`src/hdl/ookfe_pkg.sv`:
```
// ----------------------------------------------------------------------------
// OOK remote frame encoder package
// Types, constants and symbol timing shared by the encoder modules.
// ----------------------------------------------------------------------------
package ookfe_pkg;

  localparam int unsigned UNIT_W       = 10;
  localparam int unsigned LONG_W       = 13;
  localparam int unsigned SYNC_W       = 14;
  localparam int unsigned DEVICE_BITS  = 26;
  localparam int unsigned FRAME_BITS   = 36;
  localparam int unsigned SYM_IDX_W    = 6;

  localparam logic [UNIT_W-1:0] UNIT_RESET = UNIT_W'(250);

  localparam logic [1:0] STATE_ON  = 2'd1;
  localparam logic [1:0] STATE_DIM = 2'd2;

  // Symbol positions inside one frame
  localparam logic [SYM_IDX_W-1:0] SYM_SYNC       = SYM_IDX_W'(0);
  localparam logic [SYM_IDX_W-1:0] SYM_STATE      = SYM_IDX_W'(28);
  localparam logic [SYM_IDX_W-1:0] SYM_CLOSE      = SYM_IDX_W'(33);
  localparam logic [SYM_IDX_W-1:0] SYM_CLOSE_DIM  = SYM_IDX_W'(37);

  localparam int unsigned QUEUE_DEPTH_DEF = 2;

  typedef struct packed {
    logic [25:0] device_code;
    logic        group_flag;
    logic [1:0]  switch_state;
    logic [3:0]  channel_code;
    logic [3:0]  dim_level;
  } cmd_t;

  typedef struct packed {
    logic [9:0]  first_mark_us;
    logic [13:0] first_space_us;
    logic        has_second;
    logic [9:0]  second_mark_us;
    logic [12:0] second_space_us;
    logic        last;
  } sym_t;

  // Classified frame: data bits in send order from the MSB, plus dimmer mode
  typedef struct packed {
    logic [FRAME_BITS-1:0] bits;
    logic                  dim;
  } frame_t;

endpackage

```
`src/hdl/ookfe_front.sv`:
```
// ----------------------------------------------------------------------------
// OOK remote frame encoder front end
// Accepts a command word, classifies its switch state and holds the frame
// descriptor until the queue takes it.
// ----------------------------------------------------------------------------
module ookfe_front (
  input  logic              clk,
  input  logic              rst,
  input  logic              in_valid,
  output logic              in_stall,
  input  ookfe_pkg::cmd_t   in_data,
  output logic              push,
  output ookfe_pkg::frame_t push_data,
  input  logic              q_full
);

  logic              desc_valid;
  ookfe_pkg::frame_t desc;
  ookfe_pkg::frame_t desc_next;
  logic              is_on;
  logic              is_dim;

  assign push     = desc_valid && !q_full;
  assign in_stall = desc_valid && q_full;
  assign push_data = desc;

  // States other than on and dimmer send as off
  always_comb begin
    is_on  = (in_data.switch_state == ookfe_pkg::STATE_ON);
    is_dim = (in_data.switch_state == ookfe_pkg::STATE_DIM);
    desc_next.bits = {in_data.device_code, in_data.group_flag, is_on,
                      in_data.channel_code,
                      (is_dim ? in_data.dim_level : 4'd0)};
    desc_next.dim  = is_dim;
  end

  always_ff @(posedge clk) begin
    if (rst) begin
      desc_valid <= 1'b0;
    end else if (in_valid && !in_stall) begin
      desc_valid <= 1'b1;
    end else if (push) begin
      desc_valid <= 1'b0;
    end
  end

  always_ff @(posedge clk) begin
    if (in_valid && !in_stall) begin
      desc <= desc_next;
    end
  end

endmodule

```
`src/hdl/ookfe_queue.sv`:
```
// ----------------------------------------------------------------------------
// OOK remote frame encoder queue
// Short FIFO of frame descriptors between the front and back ends.
// ----------------------------------------------------------------------------
module ookfe_queue #(
  parameter int unsigned QUEUE_DEPTH = ookfe_pkg::QUEUE_DEPTH_DEF
) (
  input  logic              clk,
  input  logic              rst,
  input  logic              push,
  input  ookfe_pkg::frame_t push_data,
  output logic              full,
  input  logic              pop,
  output logic              q_valid,
  output ookfe_pkg::frame_t pop_data
);

  localparam int unsigned PTR_W = $clog2(QUEUE_DEPTH);
  localparam int unsigned CNT_W = $clog2(QUEUE_DEPTH + 1);

  ookfe_pkg::frame_t  store [QUEUE_DEPTH];
  logic [PTR_W-1:0]   wr_ptr;
  logic [PTR_W-1:0]   rd_ptr;
  logic [CNT_W-1:0]   count;
  logic               do_push;
  logic               do_pop;

  assign full     = (count == CNT_W'(QUEUE_DEPTH));
  assign q_valid  = (count != '0);
  assign pop_data = store[rd_ptr];
  assign do_push  = push && !full;
  assign do_pop   = pop && q_valid;

  always_ff @(posedge clk) begin
    if (rst) begin
      wr_ptr <= '0;
      rd_ptr <= '0;
      count  <= '0;
    end else begin
      if (do_push) begin
        wr_ptr <= (wr_ptr == PTR_W'(QUEUE_DEPTH - 1)) ? '0 : wr_ptr + 1'b1;
      end
      if (do_pop) begin
        rd_ptr <= (rd_ptr == PTR_W'(QUEUE_DEPTH - 1)) ? '0 : rd_ptr + 1'b1;
      end
      if (do_push && !do_pop) begin
        count <= count + 1'b1;
      end else if (do_pop && !do_push) begin
        count <= count - 1'b1;
      end
    end
  end

  always_ff @(posedge clk) begin
    if (do_push) begin
      store[wr_ptr] <= push_data;
    end
  end

endmodule

```
`src/hdl/ookfe_back.sv`:
```
// ----------------------------------------------------------------------------
// OOK remote frame encoder back end
// Walks one frame symbol by symbol and drives the registered symbol output.
// ----------------------------------------------------------------------------
module ookfe_back (
  input  logic                              clk,
  input  logic                              rst,
  input  logic [ookfe_pkg::UNIT_W-1:0]      pulse_unit,
  input  logic                              q_valid,
  input  ookfe_pkg::frame_t                 pop_data,
  output logic                              pop,
  output logic                              out_valid,
  input  logic                              out_stall,
  output ookfe_pkg::sym_t                   out_data
);

  logic                                busy;
  logic                                dim;
  logic [ookfe_pkg::FRAME_BITS-1:0]    shift;
  logic [ookfe_pkg::SYM_IDX_W-1:0]     idx;
  logic [ookfe_pkg::UNIT_W-1:0]        u;
  logic [ookfe_pkg::LONG_W-1:0]        u5;
  logic [ookfe_pkg::SYNC_W-1:0]        u10;
  logic                                adv;
  logic                                is_close;
  ookfe_pkg::sym_t                     sym;

  // A zero unit sends as one microsecond
  assign u   = (pulse_unit == '0) ? ookfe_pkg::UNIT_W'(1) : pulse_unit;
  assign u5  = {u, 2'b00} + ookfe_pkg::LONG_W'(u);
  assign u10 = {u5, 1'b0};

  assign is_close = (idx == (dim ? ookfe_pkg::SYM_CLOSE_DIM : ookfe_pkg::SYM_CLOSE));
  assign adv      = busy && (!out_valid || !out_stall);
  // Take the next frame while the closing symbol goes out
  assign pop      = q_valid && (!busy || (adv && is_close));

  always_comb begin
    sym.first_mark_us   = u;
    sym.first_space_us  = ookfe_pkg::SYNC_W'(u);
    sym.has_second      = 1'b1;
    sym.second_mark_us  = u;
    sym.second_space_us = ookfe_pkg::LONG_W'(u);
    sym.last            = 1'b0;
    if (idx == ookfe_pkg::SYM_SYNC) begin
      sym.first_space_us  = u10;
      sym.has_second      = 1'b0;
      sym.second_mark_us  = '0;
      sym.second_space_us = '0;
    end else if (is_close) begin
      sym.has_second      = 1'b0;
      sym.second_mark_us  = '0;
      sym.second_space_us = '0;
      sym.last            = 1'b1;
    end else if (dim && idx == ookfe_pkg::SYM_STATE) begin
      // dimmer state symbol: two short pulses
      sym.has_second = 1'b1;
    end else if (shift[ookfe_pkg::FRAME_BITS-1]) begin
      sym.first_space_us = ookfe_pkg::SYNC_W'(u5);
    end else begin
      sym.second_space_us = u5;
    end
  end

  always_ff @(posedge clk) begin
    if (rst) begin
      busy      <= 1'b0;
      out_valid <= 1'b0;
      idx       <= '0;
    end else begin
      if (adv) begin
        out_valid <= 1'b1;
      end else if (!out_stall) begin
        out_valid <= 1'b0;
      end
      if (pop) begin
        busy <= 1'b1;
        idx  <= '0;
      end else if (adv) begin
        if (is_close) begin
          busy <= 1'b0;
        end else begin
          idx <= idx + 1'b1;
        end
      end
    end
  end

  always_ff @(posedge clk) begin
    if (pop) begin
      shift <= pop_data.bits;
      dim   <= pop_data.dim;
    end else if (adv && idx != ookfe_pkg::SYM_SYNC) begin
      shift <= {shift[ookfe_pkg::FRAME_BITS-2:0], 1'b0};
    end
    if (adv) begin
      out_data <= sym;
    end
  end

endmodule

```
`src/hdl/ook_remote_frame_encoder_unit.sv`:
```
// ----------------------------------------------------------------------------
// OOK remote frame encoder
// Turns one remote command into its on-off-keyed pulse train, one symbol
// of up to two mark/space pulses per output word.
//
//   port       | direction | word
//   -----------+-----------+----------------------------------------------
//   in_*       | in        | command: device, group, state, channel, level
//   out_*      | out       | symbol: marks and spaces in microseconds
//   cfg_wr_*   | in        | pulse unit register, write only
//
// A frame gives 34 output words, or 38 in dimmer state, one per cycle.
// The back end symbol counter sets this: one word per cycle while out_stall
// is low; a queued next frame is taken while the closing word goes out.
// Reset (synchronous) empties the queue, drops any frame in progress and
// sets the pulse unit to 250. out_stall holds the current word and the back
// end; commands keep entering until the queue and front register are full.
// ----------------------------------------------------------------------------
module ook_remote_frame_encoder_unit #(
  parameter int unsigned QUEUE_DEPTH = ookfe_pkg::QUEUE_DEPTH_DEF
) (
  input  logic                         clk,
  input  logic                         rst,
  input  logic                         in_valid,
  output logic                         in_stall,
  input  ookfe_pkg::cmd_t              in_data,
  output logic                         out_valid,
  input  logic                         out_stall,
  output ookfe_pkg::sym_t              out_data,
  input  logic                         cfg_wr_en,
  input  logic [ookfe_pkg::UNIT_W-1:0] cfg_wr_data
);

  logic [ookfe_pkg::UNIT_W-1:0] pulse_unit;
  logic                         push;
  ookfe_pkg::frame_t            push_data;
  logic                         q_full;
  logic                         q_valid;
  logic                         pop;
  ookfe_pkg::frame_t            pop_data;

  always_ff @(posedge clk) begin
    if (rst) begin
      pulse_unit <= ookfe_pkg::UNIT_RESET;
    end else if (cfg_wr_en) begin
      pulse_unit <= cfg_wr_data;
    end
  end

  ookfe_front u_front (
    .clk       (clk),
    .rst       (rst),
    .in_valid  (in_valid),
    .in_stall  (in_stall),
    .in_data   (in_data),
    .push      (push),
    .push_data (push_data),
    .q_full    (q_full)
  );

  ookfe_queue #(
    .QUEUE_DEPTH (QUEUE_DEPTH)
  ) u_queue (
    .clk       (clk),
    .rst       (rst),
    .push      (push),
    .push_data (push_data),
    .full      (q_full),
    .pop       (pop),
    .q_valid   (q_valid),
    .pop_data  (pop_data)
  );

  ookfe_back u_back (
    .clk        (clk),
    .rst        (rst),
    .pulse_unit (pulse_unit),
    .q_valid    (q_valid),
    .pop_data   (pop_data),
    .pop        (pop),
    .out_valid  (out_valid),
    .out_stall  (out_stall),
    .out_data   (out_data)
  );

endmodule

```
`config.mk`:
```
export PLATFORM = sky130hd
export DESIGN_NAME = ook_remote_frame_encoder_unit
export DESIGN_NICKNAME = d
export VERILOG_FILES = /design/src/hdl/ookfe_pkg.sv /design/src/hdl/ookfe_front.sv /design/src/hdl/ookfe_queue.sv /design/src/hdl/ookfe_back.sv /design/src/hdl/ook_remote_frame_encoder_unit.sv
export SDC_FILE = /design/constraint.sdc
export NUM_CORES = 1
export LEC_CHECK = 0
export ABC_AREA = 0
export BUFFER_PORTS_ARGS = -buffer_cell sky130_fd_sc_hd__buf_2
export CORE_MARGIN = 2
export CORE_UTILIZATION = 36
export DETAILED_ROUTE_END_ITERATION = 10
export HOLD_SLACK_MARGIN = 0.12
export SYNTH_ARGS = -nofsm -noshare
export SYNTH_HDL_FRONTEND = slang
export SYNTH_SLANG_ARGS = --single-unit
```
`constraint.sdc`:
```
create_clock -name clk -period 6.7 [get_ports clk]
set_clock_uncertainty 0.1 [all_clocks]
set_input_delay 0 -clock clk [delete_from_list [all_inputs] [get_ports clk]]
set_output_delay 0 -clock clk [all_outputs]
set_load 0.005 [all_outputs]
```
Yosys cells after proc, flatten, opt, wreduce, memory -nomap -nowiden
Memories as Yosys holds them, arrays and structs flattened. A register that Yosys moved wholly into a read port is not among the register bits. Cells that the tools add are included.

Input bits: 52. Memories kept: 1. Logic and storage cells: 99. Output and inout port bits: 51. Memory bits (writable): 74. Flip-flop bits (word level): 146.

Memories: u_queue.store (words 2, bits a word 37, read ports 1, clocked after memory_dff 1, write ports 1, line ookfe_queue.sv:21) `ookfe_pkg::frame_t store [QUEUE_DEPTH];`.

Mux-type cells: 29. $add $sub $neg: 6. Bitwise logic cells: 1. Equal/unequal tests: 6. Reduce and logical (&&, ||, !) cells: 35.

Operator list (number): two-way mux 36 bit (2); two-way mux 13 bit (5); two-way mux 38 bit (1); two-way mux 10 bit (2); two-way mux 1 bit (15); two-way mux 14 bit (1); adder 12 x 10 -> 13 bit (1); logical AND 1 bit (12); nonzero test 2 bit (6); zero test 10 bit (1); zero test 1 bit (7); adder 6 x 1 -> 6 bit (second input constant) (1); equality test 6 x 5 -> 1 bit (second input constant) (1); equality test 6 bit (1); zero test 6 bit (1); nonzero test 6 bit (1); equality test 2 bit (second input constant) (2); two-way mux 2 bit (2); AND reduction 2 bit (2); OR reduction 2 bit (2); OR reduction 4 bit (1); two-way mux 3 bit (1); adder 1 bit (second input constant) (2); adder 2 x 1 -> 2 bit (second input constant) (1); 5 further kinds (6).

Depth between registers and ports, before layout
Word-level depth: 10. Gate-level depth with buffers: 12. Gate-level depth less buffers: 11.

Modules after synthesis
From an unflattened synthesis, not the netlist that was laid out.

Cells, all modules: 564. Area, all modules: 8999.9 µm².

By module, submodules not included: ookfe_back (instances 1, cells each 343, seq. area each 2682.6 µm², area an instance 4541.9 µm²); ookfe_queue (instances 1, cells each 140, seq. area each 2322.2 µm², area an instance 2886.5 µm²); ookfe_front (instances 1, cells each 49, seq. area each 1131.1 µm², area an instance 1204.9 µm²); ook_remote_frame_encoder_unit (instances 1, cells each 32, seq. area each 200.2 µm², area an instance 366.6 µm²).

Worst setup path before layout
OpenSTA, ideal clock, no wires.

Path kind: reg-to-reg. Start point: register u_back.idx[0] in the netlist's numbering. End point: register u_back.shift[0] in the netlist's numbering (enable). Stages on the path, launching flop included: 7. Path buffers: 1. Arrival: 3707 ps. Slack: 2414 ps. Period minus slack after synthesis: 4286 ps. Required time: 6121 ps. Setup time: 479 ps. Cells stage by stage: dfxtp_1 inv_1 ha_1 nor2b_1 and3_1 clkbuf_1 o21ai_0.

Longest elaborated chain between the ends: 5. Elaborated cells on any way between the ends: 7. Those cells by class: eq/ne (1); reduce/logical (6).

RTL lines: from (decl) (line ookfe_back.sv:20) `logic [ookfe_pkg::SYM_IDX_W-1:0] idx;`; from (signal assigned) (line ookfe_back.sv:83) `idx <= idx + 1'b1;`; equality test 6 bit (line ookfe_back.sv:33) `assign is_close = (idx == (dim ? ookfe_pkg::SYM_CLOSE_DIM : ookfe_pkg::SYM_CLOSE));`; logical AND 1 bit (line ookfe_back.sv:36) `assign pop = q_valid && (!busy || (adv && is_close));`; logical OR 1 bit (line ookfe_back.sv:36); logical AND 1 bit (line ookfe_back.sv:36); nonzero test 2 bit (no source line) *; to (signal assigned) (line ookfe_back.sv:91) `shift <= pop_data.bits;`; to (signal assigned) (line ookfe_back.sv:94) `shift <= {shift[ookfe_pkg::FRAME_BITS-2:0], 1'b0};`; to (decl) (line ookfe_back.sv:19) `logic [ookfe_pkg::FRAME_BITS-1:0] shift;`.

Every way passes the cells marked *; elsewhere a longest branch is shown, timed or not. A chain may end at the register's enable or synchronous reset.

==> impl_table.tex <==
\begin{tabular}{lr}
\hline
Metric & Value \\
\hline
\multicolumn{2}{l}{\textbf{Setup path}} \\
\quad Kind of end point of the critical path & register \\
\quad Worst setup slack for register-to-register paths & between 3 and 4 ns \\
\quad Required time of the critical path & roughly 6.8 ns \\
\quad Cell Chain, Critical Path & nor4\_1 -> a31oi\_1 -> inv\_1 -> ha\_1 -> inv\_1 -> fa\_1 -> nor2b\_4 -> o31a\_1 -> o41a\_2 -> o211ai\_1 -> o22ai\_1 \\
\quad Critical Path Source Type & register \\
\quad Most repeated library cell on the critical path & inv\_1 \\
\quad Number of buffer and inverter stages on the critical path & 2 \\
\quad Path length in cells of the critical path & 11 \\
\quad Arrival time of the worst setup path & $\sim$3.5 ns \\
\quad Worst Path Class, Setup & register to register \\
\quad Worst path top cell family by delay & compound AO/OA/AOI/OAI gates \\
\quad Crit. Startpoint & pulse\_unit[8] \\
\quad Critical Path End & u\_back.out\_data[37] \\
\quad Slowest library cell on the worst path & dfxtp\_1 \\
\quad Crit Path Max Fanout & 15 \\
\quad Worst Reg2Reg Path Length in Cells & 11 \\
\quad Crit path largest cell delay & approximately 0.63 ns \\
\quad Critical register-to-register path endpoint & u\_back.out\_data[37] \\
\quad Reg-to-reg critical path startpoint & pulse\_unit[8] \\
\multicolumn{2}{l}{\textbf{Power}} \\
\quad Total Power & approximately 0.0042 W \\
\quad Power density over cell area & around 380 mW/mm2 \\
\quad Switching part of the total & 29.0\% \\
\quad Worst IR drop on VDD & around 250 uV \\
\quad Clock network power share & between 20\% and 30\% \\
\quad Part of the power in registers & approximately 48\% \\
\quad Static Leakage & around 4.2 nW \\
\quad Logic gate share of total power & roughly a quarter \\
\quad Internal portion of total power & 0.00301 W \\
\quad Sw Pwr & roughly 0.0012 W \\
\multicolumn{2}{l}{\textbf{Logic synthesis}} \\
\quad Cell area after technology mapping & between 0.008 and 0.009 mm2 \\
\quad Sequential fraction of the synthesis area & between 70\% and 80\% \\
\quad Per-instance average area after synthesis & approximately 15 um2 \\
\quad Number of enable flip-flop cells after synthesis & $\sim$200 \\
\quad Distinct cell type count after synthesis & 54 \\
\quad Most common flop cell mapped by yosys & edfxtp\_1 \\
\quad Number of synthesized register bits & 219 \\
\quad Post-synth ARST share & 0\% \\
\quad Warnings from Yosys & 0 \\
\quad Synth Net Count & roughly 650 \\
\quad Synthesized netlist cell count & a little under 600 \\
\multicolumn{2}{l}{\textbf{STA}} \\
\quad Post-route minimum period & between 3 and 4 ns \\
\quad Number of max-slew violations in the final report & 0 \\
\quad Unrepaired setup endpoints after global routing & false \\
\quad Final hold viol count & 0 \\
\quad Highest attainable clock frequency & roughly 300 MHz \\
\quad Worst-case headroom to the max-slew limit & a little over a fifth \\
\quad Setup-failing EPs final & 0 \\
\quad Worst Max-Slew Pin Slew & between 1 and 1.5 ns \\
\quad Share of the clock period used by the worst path & about half \\
\quad TNS Setup & 0 ns \\
\quad Worst Slack Setup Final & roughly 3.4 ns \\
\multicolumn{2}{l}{\textbf{Drt}} \\
\quad Routed wire length per instance & 14.8 um \\
\quad Number of remaining DRC errors & 0 \\
\quad Number of design-rule violations left by the first detailed-router iteration & approximately 280 \\
\quad Detailed-router iteration count before antenna repair & 5 \\
\quad Total wire length after detailed routing & between 15000 and 20000 um \\
\quad Routed Antenna Nets & 0 \\
\quad DR vias & $\sim$5300 \\
\quad Number of vias per cell after detailed routing & about 4.7 \\
\multicolumn{2}{l}{\textbf{Finish}} \\
\quad Net count of the finished layout & 860 \\
\quad Area overhead of the layout relative to synthesis & 30.9\% \\
\quad Top library cells by usage in the layout, fill and taps aside & edfxtp\_1 (195), dlygate4sd3\_1 (108), buf\_2 (102) \\
\quad Final-layout fill cell count & 2054 \\
\quad Most frequent standard cell in the layout excluding fill and tap cells & edfxtp\_1 \\
\quad Non-filler cells in the finished layout & roughly 1100 \\
\quad End-of-flow core utilization & between 40\% and 50\% \\
\quad Count of antenna diodes in the layout & 0 \\
\quad Fraction of final layout cells with drive strength greater than 1 & between 10\% and 20\% \\
\multicolumn{2}{l}{\textbf{Clocking}} \\
\quad H-tree level count & 1 \\
\quad TritonCTS clock tree & done \\
\quad Post-CTS setup buffer count & 0 \\
\quad Longest Clk Path Bufs & 3 \\
\quad Number of resized instances in the post-cts repair step & 0 \\
\quad Clock transition at the registers of the reported paths & about 0.060 ns \\
\quad Worst-Skew Late Latency & 0.52 ns \\
\quad CTS Root Buffer Type & clkbuf\_16 \\
\quad Clock sink count & around 220 \\
\quad Inserted Clock Buffers & 23 \\
\multicolumn{2}{l}{\textbf{Floorplan}} \\
\quad Count of standard-cell rows & 56 \\
\quad Core area & about 0.023 mm2 \\
\quad Number of ports placed on the die boundary & a little over 100 \\
\quad Die span in y & around 160 um \\
\quad Initial core utilization & between 30\% and 40\% \\
\quad Die width & 158 um \\
\quad Die footprint & approximately 0.025 mm2 \\
\multicolumn{2}{l}{\textbf{GRT}} \\
\quad First-pass GRT wire length & 26400 um \\
\quad Initial antenna violation count & 0 \\
\quad Vias in the first global route & around 5300 \\
\quad GRT Util Overall & a little over an eighth \\
\quad Pin count of the biggest net entering global routing & between 70 and 80 \\
\quad Residual overflow from global routing & 0 \\
\multicolumn{2}{l}{\textbf{Status}} \\
\quad Run status & finished, final reports clean \\
\multicolumn{2}{l}{\textbf{Worst hold path}} \\
\quad Number of cells on the worst hold path & 3 \\
\quad Worst min path class & input pin to register \\
\multicolumn{2}{l}{\textbf{Place}} \\
\quad HPWL after detailed placement & roughly 10000 um \\
\quad Pre-CTS WS & 3.37 ns \\
\quad Gp weighted congestion & between 0.8 and 0.9 \\
\quad Placed Instances & 982 \\
\quad Port Buf Inserts & between 100 and 150 \\
\multicolumn{2}{l}{\textbf{Flow run}} \\
\quad Max-capacitance violation count & 0 \\
\hline
\end{tabular}
## cells in the mapped netlist (2+ instances only)
| cell | number | area share [%] |
|---|---|---|
| nand3_1 | 3 | 0.17 |
| buf_1 | 3 | 0.13 |
| o22ai_1 | 4 | 0.29 |
| and3_1 | 8 | 0.58 |
| or3_1 | 2 | 0.15 |
| edfxtp_1 | 195 | 68 |
| o211ai_1 | 6 | 0.52 |
| o21ai_0 | 11 | 0.64 |
| and2_1 | 4 | 0.29 |
| inv_1 | 17 | 0.74 |
| a31oi_1 | 4 | 0.29 |
| o21a_1 | 2 | 0.17 |
| buf_2 | 6 | 0.35 |
| nor2_1 | 81 | 3.5 |
| a22oi_1 | 2 | 0.17 |
| xor2_1 | 8 | 0.82 |
| nor3_1 | 11 | 0.64 |
| ha_1 | 11 | 1.6 |
| nand2_1 | 22 | 0.96 |
| nor4_1 | 2 | 0.15 |
| dfxtp_1 | 24 | 5.6 |
| a211oi_1 | 4 | 0.35 |
| nor2b_1 | 5 | 0.36 |
| buf_4 | 2 | 0.17 |
| a21oi_1 | 44 | 2.6 |
| mux2_2 | 2 | 0.26 |
| nand2b_1 | 2 | 0.15 |
| mux2i_1 | 49 | 5.7 |
| clkbuf_1 | 22 | 0.96 |
| nand4_1 | 4 | 0.29 |
| xnor2_1 | 6 | 0.61 |
## tightest hold or removal path, delay by kind of cell
kind | cells | cell delay [ns]
simple gates | 1 | 0.09
buf+inv | 2 | 0.63
## cells by family (layout without fill, tap and decap cells)
kind of cell | Yosys count | in the layout | share of synthesized area [%]
AOI/OAI and AO/OA | 92 | 92 | 6.67
xor gates and xnor gates | 14 | 14 | 1.43
adders and majority gates | 12 | 12 | 1.83
buffers and inverters | 51 | 274 | 2.40
DFF | 219 | 219 | 73.7
muxes | 51 | 51 | 5.97
and+or+nand+nor | 150 | 150 | 7.95
## metal layers
metal  vias up  GRT usage [%]  routed length (um)  share of wire, %
met3        32           2.45                 884               5.3
li1       2596              -                   -                 -
met1      2486           16.7                7390                44
met4         0           3.65                 390               2.3
met2       155           23.6                8070                48
met5         -              0                   0                 0
## state kept, by name (all words and copies together), names as in the netlist, 2 cells and up, named ones only
signal / cells
pulse_unit: 10
u_front.push_data: 37
u_back.out_data: 47
u_queue.store: 74
u_back.shift: 36
u_queue.count: 2
u_back.idx: 6
## worst min path at each step
stage / from / slack [ns] / end
after floorplan: in_data[10] / -0.001 / u_front.push_data[10]
after global placement: in_data[25] / 0.08 / u_front.push_data[25]
after detailed placement: in_data[14] / 0.08 / u_front.push_data[14]
after CTS: in_data[8] / 0.27 / u_front.push_data[0]
after global routing: in_data[8] / 0.30 / u_front.push_data[0]
final: in_data[8] / 0.30 / u_front.push_data[0]
## power by group through the flow
| stage | clock network (W) | registers (W) | logic (W) |
|---|---|---|---|
| after global routing | 0.00132 | 0.00205 | 0.00112 |
| after detailed placement | 0 | 0.00205 | 0.000946 |
| after floorplan | 0 | 0.00205 | 0.000647 |
| final | 0.00123 | 0.00202 | 0.000986 |
| after CTS | 0.00126 | 0.00203 | 0.00100 |
| after global placement | 0 | 0.00204 | 0.000938 |
## timing repair
action                     4_1_cts  5_1_grt
setup endpoints to repair        0        0
hold endpoints to repair        99        0
hold buffers                   108        0
## cell type report
cell class                      instances  area (um2)  area share, %
Timing Repair Buffer                  215        1630           14.5
Tap cell                              319         399           3.55
Sequential cell                       219        6340           56.4
Multi-Input combinational cell        319        2080           18.5
Clock inverter                         14         145           1.29
Inverter                               18        67.6          0.601
Clock buffer                           27         591           5.25
## per-stage QoR
| stage | instance area (um2) | hold WS (ns) |
|---|---|---|
| 2_1_floorplan | 8590 | -0.00113 |
| 3_3_place_gp | 9430 | 0.0764 |
| 3_5_place_dp | 9430 | 0.0781 |
| 4_1_cts | 11200 | 0.272 |
| 5_1_grt | 11200 | 0.300 |
| 6_report | 11200 | 0.295 |
Note: power is estimated with default switching activity, not from simulation.
